[src/assert_macros.svh]
// assertion macros shared by the quaternion unit rtl
`ifndef ASSERT_MACROS_SVH
`define ASSERT_MACROS_SVH
`ifndef NO_ASSERTIONS
// clocked check, switched off while reset is high
`define QAU_ASSERT_CLK(name, clk, rst, prop, msg) \
   name: assert property (@(posedge clk) disable iff (rst) prop) else $error(msg);
// clocked check that holds through reset as well
`define QAU_ASSERT_ALWAYS(name, clk, prop, msg) \
   name: assert property (@(posedge clk) prop) else $error(msg);
`else
`define QAU_ASSERT_CLK(name, clk, rst, prop, msg)
`define QAU_ASSERT_ALWAYS(name, clk, prop, msg)
`endif
`endif

[src/qau_pkg.sv]
// types and constants of the quaternion arithmetic unit
`default_nettype none
package qau_pkg;

   localparam int COMP_W    = 32;
   localparam int NUM_LANES = 16;

   // operation codes
   typedef enum logic [2:0] {
      FUNC_MUL      = 3'd0,
      FUNC_ADD      = 3'd1,
      FUNC_CONJ_MUL = 3'd2,
      FUNC_ROTATE   = 3'd3,
      FUNC_CONJ     = 3'd4,
      FUNC_SCALE    = 3'd5
   } func_type;

   typedef logic signed [COMP_W-1:0] comp_type;

   localparam comp_type COMP_MAX = 32'sh7fff_ffff;
   localparam comp_type COMP_MIN = 32'sh8000_0000;

   // request word
   typedef struct packed {
      logic [2:0] func;
      comp_type   a_x;
      comp_type   a_y;
      comp_type   a_z;
      comp_type   a_w;
      comp_type   b_x;
      comp_type   b_y;
      comp_type   b_z;
      comp_type   b_w;
   } req_type;

   // response word
   typedef struct packed {
      comp_type r_x;
      comp_type r_y;
      comp_type r_z;
      comp_type r_w;
      logic     overflow;
   } rsp_type;

endpackage
`default_nettype wire

[src/qau_sum_stage.sv]
// second stage: product sums per operation, saturated cross product for rotation
`default_nettype none
module qau_sum_stage #(
   parameter int PROD_W = 50,
   parameter int SUM_W  = 53
) (
   input  logic                     clock,
   input  logic                     load,
   input  qau_pkg::req_type         data_i,
   input  logic signed [PROD_W-1:0] prod_i [qau_pkg::NUM_LANES],
   output qau_pkg::req_type         data_ff,
   output logic signed [SUM_W-1:0]  sum_ff [4],
   output qau_pkg::comp_type        uv_ff [3],
   output logic                     uv_ovf_ff
);
   import qau_pkg::*;

   localparam logic signed [SUM_W-1:0] SAT_HI = SUM_W'(COMP_MAX);
   localparam logic signed [SUM_W-1:0] SAT_LO = SUM_W'(COMP_MIN);

   logic signed [SUM_W-1:0] sum_in [4];
   logic signed [SUM_W-1:0] p [NUM_LANES];
   comp_type                uv_in [3];
   logic                    uv_ovf_in;
   logic [2:0]              uv_hit;

   always_comb begin
      for (int k = 0; k < NUM_LANES; k++) begin
         p[k] = SUM_W'(prod_i[k]);
      end
   end

   // per operation sums of the products
   always_comb begin
      for (int c = 0; c < 4; c++) begin
         sum_in[c] = '0;
      end
      unique case (data_i.func)
         FUNC_MUL, FUNC_CONJ_MUL: begin
            for (int c = 0; c < 3; c++) begin
               sum_in[c] = p[4*c] + p[4*c+1] + p[4*c+2] - p[4*c+3];
            end
            sum_in[3] = p[12] - p[13] - p[14] - p[15];
         end
         FUNC_ADD: begin
            sum_in[0] = SUM_W'(data_i.a_x) + SUM_W'(data_i.b_x);
            sum_in[1] = SUM_W'(data_i.a_y) + SUM_W'(data_i.b_y);
            sum_in[2] = SUM_W'(data_i.a_z) + SUM_W'(data_i.b_z);
            sum_in[3] = SUM_W'(data_i.a_w) + SUM_W'(data_i.b_w);
         end
         FUNC_ROTATE: begin
            // the cross-product lanes of the hamilton product give A.xyz x B.xyz
            for (int c = 0; c < 3; c++) begin
               sum_in[c] = p[4*c+2] - p[4*c+3];
            end
         end
         FUNC_CONJ: begin
            sum_in[0] = -SUM_W'(data_i.a_x);
            sum_in[1] = -SUM_W'(data_i.a_y);
            sum_in[2] = -SUM_W'(data_i.a_z);
            sum_in[3] = SUM_W'(data_i.a_w);
         end
         FUNC_SCALE: begin
            for (int c = 0; c < 3; c++) begin
               sum_in[c] = p[4*c+1];
            end
            sum_in[3] = p[12];
         end
         default: begin
            for (int c = 0; c < 4; c++) begin
               sum_in[c] = '0;
            end
         end
      endcase
   end

   // saturate the cross product used by the second rotation round
   always_comb begin
      for (int c = 0; c < 3; c++) begin
         uv_hit[c] = 1'b0;
         if (sum_in[c] > SAT_HI) begin
            uv_in[c]  = COMP_MAX;
            uv_hit[c] = 1'b1;
         end else if (sum_in[c] < SAT_LO) begin
            uv_in[c]  = COMP_MIN;
            uv_hit[c] = 1'b1;
         end else begin
            uv_in[c] = sum_in[c][COMP_W-1:0];
         end
      end
      uv_ovf_in = (data_i.func == FUNC_ROTATE) && (uv_hit != 3'b000);
   end

   // stage register
   always_ff @(posedge clock) begin
      if (load) begin
         data_ff   <= data_i;
         sum_ff    <= sum_in;
         uv_ff     <= uv_in;
         uv_ovf_ff <= uv_ovf_in;
      end
   end

endmodule
`default_nettype wire

[config.mk]
export PLATFORM = sky130hd
export DESIGN_NAME = qau_sum_stage
export DESIGN_NICKNAME = d
export VERILOG_FILES = /design/src/assert_macros.svh /design/src/qau_pkg.sv /design/src/qau_sum_stage.sv
export SDC_FILE = /design/constraint.sdc
export NUM_CORES = 2
export LEC_CHECK = 0
export ABC_CLOCK_PERIOD_IN_PS = 12500
export BUFFER_PORTS_ARGS = -buffer_cell sky130_fd_sc_hd__buf_2
export CORE_AREA = 4 4 625 627
export DETAILED_ROUTE_END_ITERATION = 8
export DIE_AREA = 0 0 629 631
export HOLD_SLACK_MARGIN = 0.15
export PLACE_DENSITY = 0.4
export SLEW_MARGIN = 25
export SYNTH_ARGS = -nofsm -noshare
export SYNTH_HDL_FRONTEND = slang
export SYNTH_SLANG_ARGS = --single-unit
[constraint.sdc]
create_clock -name clock -period 12.5 [get_ports clock]
set_input_delay 2.5 -clock clock [delete_from_list [all_inputs] [get_ports clock]]
set_output_delay 2.5 -clock clock [all_outputs]
set_load 0.01 [all_outputs]
==> summary.md <==
| Metric | Value |
|---|---|
| Run status | `complete, no violations` |
| Die area | `between 0.3 and 0.4 mm²` |
| Global route overflow | `0` |
| Share of cells above drive strength 1 | `22.3%` |
| Main synth FF type | `edfxtp_1` |
| Clock root buffer | `clkbuf_16` |
| Synth Register Bits | `between 500 and 600` |
| Initial Util | `~16%` |
| Final antenna-violating net count | `0` |
| Residual DRC | `0` |
| Slew margin rel. | `24.0%` |
| Synth Instances | `around 7000` |
| Setup crit end kind | `register` |
| Core Area | `approximately 0.38 mm²` |
| Fin crit share | `74.2%` |
| Arrival time of the worst setup path | `between 9 and 10 ns` |
| Vias in the first global route | `approximately 64000` |
| Max Freq | `108 MHz` |
| Synth Cell Area | `0.0633 mm²` |
| Synth Area in Simple Gates | `14.3%` |
| Period minus WS final | `9.27 ns` |
| Post-CTS Setup Bufs | `0` |
| Die width | `629 µm` |
| Worst slew pin tran | `1.13 ns` |
| Htree depth | `3` |
| Critical path type | `in -> reg` |
| Final Util | `between 20% and 30%` |
| Mean post-synth cell area | `around 8.8 µm²` |
| First-pass GRT wire length | `around 580000 µm` |
| Commonest non-fill, non-tap cell in the layout | `buf_2` |
| Crit Path Max Fanout | `10` |
| Post-CTS Resized | `0` |
| Maxcap violations | `0` |
| Max-slew violations | `0` |
| Die Height | `631 µm` |
| DP HPWL | `387000 µm` |
| Startpoint types | `input pin` |
| Final Cell Area | `0.0810 mm²` |
| Initial DRC count | `6361` |
| Mux share of post-synthesis cell area | `1.43%` |
| Sequential area share after synthesis | `27.0%` |
| RSZ-0062 raised after global routing | `no` |
| Worst-path clk slew | `0.06 ns` |
| Post-synth EDFFs | `568` |
| Hold_buf cts | `0` |
| Critical Path RT | `12.99 ns` |
| Via count | `64800` |
| Global router's overall resource usage | `21.3%` |
| Clock buffer depth | `4` |
| Synthesis-to-layout area growth | `28.1%` |
| I/O Buffers | `1628` |
| VDD IR max | `0.0975 mV` |
| GP Congestion | `0.976` |
| Endpoints failing setup | `0` |
| Setup tns final | `0 ns` |
| Post-Synth Adder-Cell Area | `22.7%` |
| Most frequent cells in the layout | `buf_2 (1625), inv_1 (1137), a21oi_1 (591)` |
| Dpl cell area | `0.0779 mm²` |
| Post-synthesis async set-or-reset flop share | `0%` |
| Hold slack | `1.87 ns` |
| Final Hold Fails | `0` |
| Largest family of logic cells by synthesized area | `adder cells` |
| Routed WL | `443000 µm` |
| Mapped Nets | `9169` |
| Net count reported at finish | `10700` |
| I/O Pins | `around 1600` |
| Initial antenna violation count | `about 240` |
| Drt wl/cell | `31.6 µm` |
| Leakage | `around 37 nW` |
| XOR/XNOR Fraction of Synth Area | `5.75%` |
| P per Cell Area | `141 mW/mm²` |
| CTS buffer count | `86` |
| Largest net degree at the start of global routing | `124` |
| Compound-Gate Fraction of Synth Area | `approximately 21%` |
| DR pass1 iterations | `6` |
| TritonCTS clock tree | `built` |
| Yosys warning total | `0` |
| Total chip power | `0.0114 W` |
| Min-Delay Path Class | `in -> reg` |
| CTS Sinks | `568` |
| Cell Rows | `228` |
| Synth unique cells | `90` |
| Via/cell ratio | `4.62` |
-- metal layers --
layer	global-route usage, %	vias to the layer above	share of wire [%]
met2	35.7	2785	47
met3	4.19	656	7.4
met5	0	-	0.12
met1	27.0	32500	41
met4	7.89	80	4.1
li1	-	28800	-
-- cell type report --
| class | instances | area, µm² |
|---|---|---|
| Inverter | 1138 | 4270 |
| Fill cell | 43200 | 304000 |
| Clock inverter | 56 | 612 |
| Antenna cell | 109 | 273 |
| Multi-Input combinational cell | 5264 | 41300 |
| Clock buffer | 94 | 2200 |
| Sequential cell | 568 | 17100 |
| Timing Repair Buffer | 1725 | 9030 |
| Tap cell | 5060 | 6330 |
-- worst paths after layout --
kind | from | slack [ns] | cells after the start | end
setup / recovery | prod_i[201] | 3.23 | 23 | uv_ff[30]$_SDFFCE_PN1P_
hold / removal | data_i[102] | 1.87 | 1 | data_ff[102]$_DFFE_PP_
-- cells in the mapped netlist (62+ instances only) --
master,number,area share (%)
clkbuf_1,205,1.2
nor3_1,138,1.1
a21o_1,199,2.4
mux2i_1,78,1.2
edfxtp_1,568,27
xor2_1,177,2.5
nand2b_1,86,0.85
xnor2_1,238,3.3
o211ai_1,62,0.74
fa_1,411,13
nand4_1,121,1.2
o21a_1,84,1.0
ha_1,490,9.7
o21ai_0,434,3.4
nand2_1,587,3.5
nand3_1,127,1.0
nor2_1,377,2.2
o21bai_1,66,0.78
a21oi_1,593,4.7
inv_1,1138,6.8
-- metrics by stage --
stage	setup WS, ns	std cells
final	3.23	14000
after global routing	3.00	13900
after CTS	3.22	13900
after detailed placement	2.37	13800
after global placement	1.93	13800
after floorplan	4.46	7207
-- cells by family (layout without fill, tap and decap cells) --
family,Yosys count,in the layout
mux,89,89
buf+inv,1375,3013
fa+ha+maj,901,901
other cells,0,109
simple gates,1838,1838
compound gates,2021,2021
flops,568,568
xor+xnor,415,415
-- critical path, cell delays in order --
cell and delay, ns:
buf_2 0.09, inv_1 0.09, fa_1 0.56, inv_1 0.07, fa_1 0.50, inv_1 0.04
ha_1 0.22, fa_1 0.41, a21o_1 0.22, a22oi_1 0.57, a211oi_2 0.23, nor2_1 0.60
o21ai_0 0.48, a31oi_1 0.32, xor2_1 0.17, nor2_1 0.06, or4_1 0.62, nor4_1 0.33
nand4b_1 0.12, or4_1 0.56, o21ai_4 0.54, buf_4 0.31, o21ai_0 0.12
-- power breakdown --
group	switching (W)	internal (W)
Combinational	0.00417	0.00214
Clock	0.00106	0.00150
Sequential	0.000109	0.00246
Total	0.00534	0.00610
-- state kept, by name, summed over array words and instances, names as in the netlist --
name / flops
data_ff: 259
sum_ff: 212
uv_ff: 96
uv_ovf_ff: 1
(Power assumes the default switching activity.)
